### config.mk
export PLATFORM = sky130hd
export DESIGN_NAME = obt_front
export DESIGN_NICKNAME = d
export VERILOG_FILES = /design/src/rtl/core/obt_pkg.sv /design/src/rtl/core/obt_front.sv
export SDC_FILE = /design/constraint.sdc
export NUM_CORES = 1
export LEC_CHECK = 0
export BUFFER_PORTS_ARGS = -buffer_cell sky130_fd_sc_hd__buf_2
export CAP_MARGIN = 10
export CORE_ASPECT_RATIO = 1.1
export CORE_MARGIN = 2
export CORE_UTILIZATION = 53
export CTS_BUF_LIST = sky130_fd_sc_hd__clkbuf_16
export DETAILED_ROUTE_END_ITERATION = 6
export GPL_ROUTABILITY_DRIVEN = 0
export PLACE_DENSITY = 0.8
export SYNTH_ARGS = -nofsm -noshare
export SYNTH_HDL_FRONTEND = slang
export SYNTH_SLANG_ARGS = --single-unit
export TNS_END_PERCENT = 5
### constraint.sdc
create_clock -name clock -period 11.15 [get_ports clock]
set_input_delay 2.23 -clock clock [delete_from_list [all_inputs] [get_ports clock]]
set_output_delay 2.23 -clock clock [all_outputs]
set_load 0.01 [all_outputs]
### src/rtl/core/obt_pkg.sv
// Shared types and constants of the owned block table.
package obt_pkg;

   localparam int TABLE_DEPTH_DEF = 32;

   typedef enum logic [1:0] {
      OP_INSERT  = 2'd0,
      OP_REMOVE  = 2'd1,
      OP_CHECK   = 2'd2,
      OP_RELEASE = 2'd3
   } op_type;

   typedef enum logic [2:0] {
      STATUS_OK        = 3'd0,
      STATUS_NOT_FOUND = 3'd1,
      STATUS_TOO_SMALL = 3'd2,
      STATUS_FULL      = 3'd3,
      STATUS_EMPTY     = 3'd4
   } status_type;

   typedef struct packed {
      op_type      op;
      logic [63:0] offset;
      logic [63:0] size;
   } cmd_type;

   typedef struct packed {
      status_type  status;
      logic [63:0] offset;
      logic        last;
   } rsp_type;

endpackage

### src/rtl/core/obt_front.sv
// Front end: decodes request items and holds them in a two-entry command queue.
module obt_front import obt_pkg::*; (
   input  logic        clock,
   input  logic        reset,
   input  logic        push,
   output logic        full,
   input  logic [1:0]  mode,
   input  logic [63:0] block_offset,
   input  logic [63:0] block_size,
   output logic        cmd_valid,
   input  logic        cmd_take,
   output cmd_type     cmd
);

   cmd_type    slot0_ff, slot0_in;
   cmd_type    slot1_ff, slot1_in;
   logic [1:0] level_ff, level_in;
   cmd_type    decoded;
   logic       do_push;
   logic       do_pop;

   assign decoded.op     = op_type'(mode);
   assign decoded.offset = block_offset;
   assign decoded.size   = block_size;

   assign full      = (level_ff == 2'd2);
   assign cmd_valid = (level_ff != 2'd0);
   assign cmd       = slot0_ff;
   assign do_push   = push && !full;
   assign do_pop    = cmd_take && cmd_valid;

   always_comb begin
      slot0_in = slot0_ff;
      slot1_in = slot1_ff;
      level_in = level_ff;
      if (do_pop) begin
         slot0_in = slot1_ff;
         level_in = level_in - 2'd1;
      end
      if (do_push) begin
         if (level_in == 2'd0) begin
            slot0_in = decoded;
         end else begin
            slot1_in = decoded;
         end
         level_in = level_in + 2'd1;
      end
   end

   always_ff @(posedge clock) begin
      if (reset) begin
         level_ff <= 2'd0;
      end else begin
         level_ff <= level_in;
      end
      slot0_ff <= slot0_in;
      slot1_ff <= slot1_in;
   end

endmodule

==> qor.csv <==
stage,metric,value,unit
cells_and_area,final_cell_mix,"265 x buf_2, 182 x mux2_2, 132 x dfxtp_1",
synthesis,yosysSeqAreaShare,0.6469,
timing,slew_headroom,0.3171,
clock_network,htreeDepth,1,
floorplanning,die_h,148.9,um
setup_path,worstSetupPathType,input pin to flop,
route,drc,0,
clock_network,clock-root-buffer,clkbuf_16,
timing,final.period_utilization,0.5107,
floorplanning,dieArea,20220,um^2
clock_network,cts_hold_buffers,0,
timing,drv_slew,0,
setup_path,arrival,6.09,ns
timing,worstMarginPinSlew,1.024,ns
route,drt_iter0_markers,272,
cells_and_area,multiInputGateArea,3369,um^2
timing,setup_slack,5.456,ns
clock_network,cts_sinks,262,
grt,grt_use_total,0.1838,
place,dp.final_hpwl,12660,um
timing,fmax,0.1756,GHz
setup_path,path_max_fanout,66,
setup_path,cp-end-kind,flop,
floorplanning,ios,266,
route,vias,5576,
route,detailedRoute.firstPassIterationCount,4,
floorplanning,die_x,135.8,um
synthesis,syn_avg_cell_area,17.79,um^2
timing,rsz0062_at_grt,false,
synthesis,synth_area,10120,um^2
cells_and_area,stdcell_count,1106,
flow_run,maxCapViolCount,0,
min_path,hp-class,flop to flop,
cells_and_area,syn2layout_area_growth,22.66,%
clock_network,cts-resized-gates,0,
route,wl,19330,um
clock_network,cts_tree,built,
timing,finalClockSkew,0.01025,ns
pwr,power_density,336.0,nW/um^2
grt,antenna_found_initial,2,
timing,hold_violations,0,
floorplanning,coreArea,18900,um^2
run_status,status,"complete, no violations",
timing,setup_tns,0,ns
place,place_area,11600,um^2
cells_and_area,fillCellCount,1390,
grt,grt-ovfl-total,0,
synthesis,synthesis.nets,706,
route,wl_per_cell,17.47,um
cells_and_area,layout.nets,975,
grt,grt_pass1_wl,29660,um
timing,setup_viol,0,
clock_network,cts_buffers,26,
cells_and_area,design_area,12410,um^2
setup_path,worstSetupStartpointType,input pin,
cells_and_area,layout_commonest_cell,buf_2,
clock_network,post_cts_buffers,0,
route,final_antenna_net_count,0,
cells_and_area,regArea,6546,um^2
synthesis,ys_types,16,
route,viasPerCell,5.042,
floorplanning,row_count,53,
clock_network,cts_buffer_depth,3,
synthesis,ys_ff_latch,262,
clock_network,clk_pin_slew,0.06,ns
cells_and_area,post_route_cells_drive_above_1_share,0.6608,
setup_path,r2r_setup_slack,6.59,ns
timing,final.min_clock_period,5.694,ns
place,io_buffers,265,
clock_network,clkLatencyLatePin,0.51,ns
pwr,p_leak,5.389,nW
grt,grt_pass1_vias,5763,
floorplanning,start_util,0.5355,
setup_path,cp_data_required_time,11.55,ns
grt,grt_max_degree,68,
place,dp_slack,4.802,ns
synthesis,yosysWarnings,0,
synthesis,synth_cells,569,
place,dp.cells,1057,
pwr,worst_ir_drop_vdd,182.8,uV
cells_and_area,utilization,0.6568,
[worst max-delay path: stages]
cell,delay [ns]
buf_2,0.11
nand2b_4,0.24
buf_4,0.82
mux2_2,0.43
ha_1,0.27
nand2_4,0.66
buf_4,0.81
mux2_2,0.42
[cells in the mapped netlist]
library cell  count  area share
inv_1             3      0.0011
and2b_1           1     0.00074
ha_1              3      0.0037
mux2_4           80        0.12
nand3b_1          1     0.00074
edfxtp_1        130        0.39
dfxtp_1         132        0.26
buf_2            19      0.0094
buf_6            10       0.011
nor2_1            3      0.0011
mux2_2          182        0.20
nand2b_4          1      0.0014
xnor2_1           1     0.00087
nand2b_1          1     0.00062
o31ai_1           1     0.00074
nand2_1           1     0.00037
[per-stage QoR]
| stage | hold WS (ns) | power (mW) |
|---|---|---|
| 2_1_floorplan | 0.5722 | 2.933 |
| 4_1_cts | 0.5987 | 4.218 |
| 3_3_place_gp | 0.5781 | 3.337 |
| 6_report | 0.5955 | 4.171 |
| 5_1_grt | 0.6115 | 4.409 |
| 3_5_place_dp | 0.5842 | 3.382 |
[logic make-up (layout without fill, tap and decap cells)]
kind of cell | count (synthesis) | in the layout | share of synthesized area
muxes | 262 | 262 | 0.3212
DFF | 262 | 262 | 0.6469
buffers and inverters | 32 | 321 | 0.02164
and+or+nand+nor | 8 | 8 | 0.004946
adders and majority gates | 3 | 3 | 0.003710
AOI/OAI and AO/OA | 1 | 1 | 0.0007421
xor gates and xnor gates | 1 | 1 | 0.0008656
other | 0 | 1 | 0
[worst paths after layout]
kind | start | end | cells past startpoint
worst min register to register | slot1_ff[2] | cmd[2] | 2
worst max register to register | level_ff[0] | cmd[11] | 9
worst min-delay path | slot1_ff[2] | cmd[2] | 2
worst max-delay path | cmd_take | cmd[11] | 8
[power by group]
part	internal (mW)	leakage (nW)	total (mW)	switching [mW]
registers	1.49	2.33	1.65	0.158
clock network	0.480	0.432	0.818	0.338
logic	0.958	2.63	1.71	0.748
total	2.93	5.39	4.17	1.24
[flip-flops by register name, indices dropped and copies added (netlist names)]
| register | flops |
|---|---|
| cmd | 130 |
| slot1_ff | 130 |
| level_ff | 2 |
[layout make-up]
| class | count | area share |
|---|---|---|
| tap | 247 | 0.02490 |
| sequential | 262 | 0.5274 |
| timing repair buffer | 270 | 0.1099 |
| multi-input combinational | 275 | 0.2714 |
| inverter | 3 | 0.0009072 |
| clock buffer | 27 | 0.05443 |
| clock inverter | 21 | 0.01089 |
| antenna | 1 | 0.0002016 |
[per-layer routing]
metal,vias to the layer above,GRT usage,part of all wire
li1,2666,-,-
met1,2670,0.2303,0.42
met2,209,0.3071,0.47
met3,29,0.06660,0.095
met4,2,0.03958,0.016
met5,-,0,0.00083
Power figures use the tool's default switching activity.
