`src/rtl/core/obt_pkg.sv`:
```
// Shared types and constants of the owned block table.
package obt_pkg;

   localparam int TABLE_DEPTH_DEF = 32;

   typedef enum logic [1:0] {
      OP_INSERT  = 2'd0,
      OP_REMOVE  = 2'd1,
      OP_CHECK   = 2'd2,
      OP_RELEASE = 2'd3
   } op_type;

   typedef enum logic [2:0] {
      STATUS_OK        = 3'd0,
      STATUS_NOT_FOUND = 3'd1,
      STATUS_TOO_SMALL = 3'd2,
      STATUS_FULL      = 3'd3,
      STATUS_EMPTY     = 3'd4
   } status_type;

   typedef struct packed {
      op_type      op;
      logic [63:0] offset;
      logic [63:0] size;
   } cmd_type;

   typedef struct packed {
      status_type  status;
      logic [63:0] offset;
      logic        last;
   } rsp_type;

endpackage

```
`src/rtl/core/obt_rsp_queue.sv`:
```
// Two-entry result queue that decouples the back end from the result receiver.
module obt_rsp_queue import obt_pkg::*; (
   input  logic    clock,
   input  logic    reset,
   input  logic    push,
   input  rsp_type push_data,
   output logic    space,
   output logic    empty,
   input  logic    pop,
   output rsp_type head
);

   rsp_type    slot0_ff, slot0_in;
   rsp_type    slot1_ff, slot1_in;
   logic [1:0] level_ff, level_in;
   logic       do_push;
   logic       do_pop;

   assign space   = (level_ff != 2'd2);
   assign empty   = (level_ff == 2'd0);
   assign head    = slot0_ff;
   assign do_push = push && space;
   assign do_pop  = pop && !empty;

   always_comb begin
      slot0_in = slot0_ff;
      slot1_in = slot1_ff;
      level_in = level_ff;
      if (do_pop) begin
         slot0_in = slot1_ff;
         level_in = level_in - 2'd1;
      end
      if (do_push) begin
         if (level_in == 2'd0) begin
            slot0_in = push_data;
         end else begin
            slot1_in = push_data;
         end
         level_in = level_in + 2'd1;
      end
   end

   always_ff @(posedge clock) begin
      if (reset) begin
         level_ff <= 2'd0;
      end else begin
         level_ff <= level_in;
      end
      slot0_ff <= slot0_in;
      slot1_ff <= slot1_in;
   end

endmodule

```
`config.mk`:
```
export PLATFORM = sky130hd
export DESIGN_NAME = obt_rsp_queue
export DESIGN_NICKNAME = d
export VERILOG_FILES = /design/src/rtl/core/obt_pkg.sv /design/src/rtl/core/obt_rsp_queue.sv
export SDC_FILE = /design/constraint.sdc
export NUM_CORES = 1
export LEC_CHECK = 0
export BUFFER_PORTS_ARGS = -buffer_cell sky130_fd_sc_hd__clkbuf_2
export CAP_MARGIN = 20
export CORE_MARGIN = 2
export CORE_UTILIZATION = 50
export DETAILED_ROUTE_END_ITERATION = 7
export PLACE_DENSITY = 0.79
export SYNTH_ARGS = -nofsm -noshare
export SYNTH_HDL_FRONTEND = slang
export SYNTH_SLANG_ARGS = --single-unit
export TNS_END_PERCENT = 30
```
`constraint.sdc`:
```
create_clock -name clock -period 12.56 [get_ports clock]
set_clock_uncertainty 0.1 [all_clocks]
set_input_delay 2.512 -clock clock [delete_from_list [all_inputs] [get_ports clock]]
set_output_delay 2.512 -clock clock [all_outputs]
set_load 0.005 [all_outputs]
```
==> run_summary.xml <==
<?xml version="1.0" encoding="UTF-8"?>
<metrics>
  <group name="power">
    <metric name="p_leak" unit="nW">3.417</metric>
    <metric name="powerDensity" unit="mW/mm2">306.7</metric>
    <metric name="ir_worst_vdd" unit="uV">193.7</metric>
  </group>
  <group name="route">
    <metric name="route.detailed.wl_per_inst" unit="um">16.44</metric>
    <metric name="antenna_left" unit="">0</metric>
    <metric name="drc" unit="">0</metric>
    <metric name="routed-via-count" unit="">2986</metric>
    <metric name="vias_per_cell" unit="">4.887</metric>
    <metric name="sum_of_routed_wire_length_over_all_layers" unit="um">10050</metric>
    <metric name="drt_pre_antenna_iters" unit="">4</metric>
    <metric name="drt_first_iter_violations" unit="">154</metric>
  </group>
  <group name="worst_hold_path">
    <metric name="hold_start" unit="">slot1_ff[42]</metric>
    <metric name="hold_crit_class" unit="">reg2reg</metric>
  </group>
  <group name="cells_and_area">
    <metric name="post_route_cells_drive_above_1_share" unit="%">66.45</metric>
    <metric name="inserted_diodes" unit="">0</metric>
    <metric name="final_cell_count_no_fill" unit="">611</metric>
    <metric name="post-route-util" unit="%">62.35</metric>
    <metric name="fillerInstances" unit="">864</metric>
    <metric name="area_growth_from_synthesis_to_layout" unit="%">21.76</metric>
    <metric name="num-nets-final" unit="">530</metric>
  </group>
  <group name="cts">
    <metric name="post_cts_resize_count" unit="">0</metric>
    <metric name="clk_pin_slew_worst_paths" unit="ps">50</metric>
    <metric name="cts_tree" unit="">built</metric>
    <metric name="cts-root-to-sink-buffers" unit="">2</metric>
    <metric name="clkLatencyLatePin" unit="ps">410</metric>
    <metric name="cts_buffers" unit="">17</metric>
    <metric name="cts.htree.levels" unit="">4</metric>
    <metric name="ctsHoldBuffers" unit="">0</metric>
    <metric name="clkSinkCount" unit="">138</metric>
    <metric name="cts_root_buffer" unit="">sky130_fd_sc_hd__clkbuf_16</metric>
    <metric name="cts_setup_buffers" unit="">0</metric>
  </group>
  <group name="yosys">
    <metric name="synthMostInstantiatedCell" unit="">sky130_fd_sc_hd__mux2_4</metric>
    <metric name="synth_top_family_by_area" unit="">multiplexers</metric>
    <metric name="synth.top_cells.by_area" unit="">sky130_fd_sc_hd__mux2_4 (35%), sky130_fd_sc_hd__edfxtp_1 (35%), sky130_fd_sc_hd__dfxtp_1 (24%)</metric>
    <metric name="synth_enable_flop_cells" unit="">68</metric>
    <metric name="ys_ff_latch" unit="">138</metric>
    <metric name="synth_top_cell_by_area" unit="">sky130_fd_sc_hd__mux2_4</metric>
    <metric name="synth-seq-area-share" unit="%">58.89</metric>
    <metric name="ys.warnings.count" unit="">0</metric>
    <metric name="synth_xor_xnor_area_share" unit="%">0.1498</metric>
    <metric name="synth.cells.most_frequent" unit="">sky130_fd_sc_hd__mux2_4 (137), sky130_fd_sc_hd__dfxtp_1 (70), sky130_fd_sc_hd__edfxtp_1 (68), sky130_fd_sc_hd__buf_12 (8), sky130_fd_sc_hd__buf_2 (4)</metric>
    <metric name="synth_top_flop_cell" unit="">sky130_fd_sc_hd__dfxtp_1</metric>
    <metric name="post_synth_mux_area_share" unit="%">35.37</metric>
    <metric name="cell_area_after_technology_mapping" unit="mm2">0.005847</metric>
    <metric name="synthAdderAreaFrac" unit="%">0.6420</metric>
    <metric name="post_synthesis_net_count" unit="">382</metric>
    <metric name="synth_top_cell_area_share" unit="%">35.18</metric>
    <metric name="synth.distinct_cells" unit="">18</metric>
    <metric name="synthesis.instances" unit="">307</metric>
    <metric name="synthSimpleGateAreaFrac" unit="%">1.006</metric>
    <metric name="async_flop_share" unit="%">0</metric>
    <metric name="synth-compound-area-share" unit="%">0.2140</metric>
    <metric name="post_synth.cell_area_avg" unit="um2">19.05</metric>
  </group>
  <group name="critical_path">
    <metric name="max_stage_delay" unit="ps">740</metric>
    <metric name="worstPathArrival" unit="ps">5120</metric>
    <metric name="r2r-start" unit="">level_ff[0]</metric>
    <metric name="worst_ep_required_time" unit="ps">12510</metric>
    <metric name="critPathKind" unit="">in2reg</metric>
    <metric name="setup.worst_path.start" unit="">pop</metric>
    <metric name="r2r_setup_slack" unit="ps">8870</metric>
    <metric name="timing.critical_path.cells" unit="">clkbuf_2, nand2b_4, mux2_4, ha_1, nor2_4, buf_4</metric>
    <metric name="critical_path_endpoint" unit="">slot1_ff[23]</metric>
    <metric name="rr_worst_depth" unit="">7</metric>
    <metric name="crit_path_end_kind" unit="">flip-flop</metric>
    <metric name="worstPathMaxFanout" unit="">38</metric>
    <metric name="rr_endpoint" unit="">slot1_ff[23]</metric>
    <metric name="timing.critical_path.from_type" unit="">input pin</metric>
    <metric name="timing.critical_path.slowest_stage_cell" unit="">sky130_fd_sc_hd__nor2_4</metric>
  </group>
  <group name="place">
    <metric name="numPortBuffers" unit="">141</metric>
    <metric name="dpl_worst_slack" unit="ps">6863</metric>
    <metric name="globalplace.congestion" unit="">0.6907</metric>
    <metric name="placedCellCount" unit="">579</metric>
    <metric name="post-dp-hpwl" unit="um">6708</metric>
  </group>
  <group name="global_route">
    <metric name="wire_length_of_the_first_global_routing_pass" unit="um">15820</metric>
    <metric name="largest_net_degree_at_the_start_of_global_routing" unit="">39</metric>
    <metric name="number_of_global_route_vias_before_repair" unit="">3177</metric>
    <metric name="antenna_found_initial" unit="">0</metric>
    <metric name="global_route.usage.met2" unit="%">25.06</metric>
    <metric name="use_met3" unit="%">7.667</metric>
    <metric name="global_route.peak_usage_layer" unit="">met2</metric>
    <metric name="total_global_routing_overflow" unit="">0</metric>
    <metric name="grt_usage" unit="%">16.52</metric>
    <metric name="grt_use_met1" unit="%">20.87</metric>
  </group>
  <group name="floorplan">
    <metric name="floorplan.initialDensity" unit="%">51.21</metric>
    <metric name="die_w" unit="um">112.1</metric>
    <metric name="vert_die_dim" unit="um">112.1</metric>
    <metric name="floorplan.rows" unit="">39</metric>
    <metric name="top_level_i_o_count" unit="">142</metric>
    <metric name="dieArea" unit="mm2">0.01257</metric>
    <metric name="core-area" unit="mm2">0.01142</metric>
  </group>
  <group name="sta">
    <metric name="tightest_slew" unit="ps">924.8</metric>
    <metric name="postLayoutSetupSlackWorst" unit="ps">7385</metric>
    <metric name="fmax" unit="GHz">0.1932</metric>
    <metric name="fin_crit_sh" unit="%">41.20</metric>
    <metric name="final_max_slew_viol_count" unit="">0</metric>
    <metric name="fin_tns_setup" unit="ps">0</metric>
    <metric name="post-route-min-period" unit="ps">5175</metric>
    <metric name="final-hold-violation-count" unit="">0</metric>
    <metric name="slew_headroom" unit="%">38.20</metric>
    <metric name="setup_violations" unit="">0</metric>
    <metric name="grt_setup_unrepaired" unit="">false</metric>
  </group>
  <group name="status">
    <metric name="run_status" unit="">completed</metric>
  </group>
  <group name="flow_run">
    <metric name="maxCapViolations" unit="">0</metric>
  </group>
</metrics>
[cell type report]
cell class	count	area [um2]	share of cell area, %
clock buffers	30	524.3	7.364
clock inverters	2	35.03	0.4921
inverters	3	11.26	0.1582
multi-input cells	151	2198	30.88
flip-flops and latches	138	3443	48.37
well taps	143	178.9	2.513
repair buffers	144	728.2	10.23
[registers in the layout (all words and copies together), names as in the netlist]
signal,cells
slot1_ff,68
level_ff,2
head,68
[cells by family after synthesis]
group,Yosys count
multiplexers,138
flip-flops,138
buffers and inverters,18
AND/OR/NAND/NOR,8
adder cells (fa/ha/maj),3
AO/OA/AOI/OAI,1
XOR/XNOR,1
[where the power goes]
group	total [mW]	internal, mW	switching (mW)	leakage (nW)
registers	0.780	0.696	0.0842	1.23
clock network	0.464	0.299	0.166	0.273
logic	0.939	0.598	0.341	1.92
[worst max-delay path: cells and delay by family]
kind                     cells  cell delay (ps)
buffers and inverters        2              670
multiplexers                 1              370
adder cells (fa/ha/maj)      1              270
AND/OR/NAND/NOR              2             1260
[layout by cell type, fill, tap and decap left out, types with 2 or more instances in the layout]
cell	instances
sky130_fd_sc_hd__dfxtp_1	70
sky130_fd_sc_hd__clkbuf_2	141
sky130_fd_sc_hd__buf_4	3
sky130_fd_sc_hd__edfxtp_1	68
sky130_fd_sc_hd__clkbuf_8	5
sky130_fd_sc_hd__clkbuf_1	8
sky130_fd_sc_hd__nor2_1	2
sky130_fd_sc_hd__ha_1	3
sky130_fd_sc_hd__mux2_4	137
sky130_fd_sc_hd__inv_1	3
sky130_fd_sc_hd__clkbuf_16	17
[per-stage QoR]
step | total power [mW] | area, um2 | hold WS, ps
after floorplan | 1.537 | 5847 | 475.0
after global placement | 1.703 | 6560 | 476.3
after detailed placement | 1.736 | 6560 | 486.3
after CTS | 2.216 | 7119 | 499.4
after global routing | 2.308 | 7119 | 514.4
final | 2.184 | 7119 | 497.6
[worst min path at each step]
stage,to,cells after the start
floorplan,head[0],2
global placement,head[49],2
detailed placement,head[14],2
CTS,head[30],2
global route,head[66],2
finish,head[42],2
[metal layers]
layer | up-vias | wire [um] | part of all wire, %
met2 | 109 | 4667 | 46
met5 | - | 0 | 0
met1 | 1434 | 4641 | 46
li1 | 1434 | - | -
met4 | 0 | 88 | 0.88
met3 | 9 | 647 | 6.4
Power figures use the tool's default switching activity.
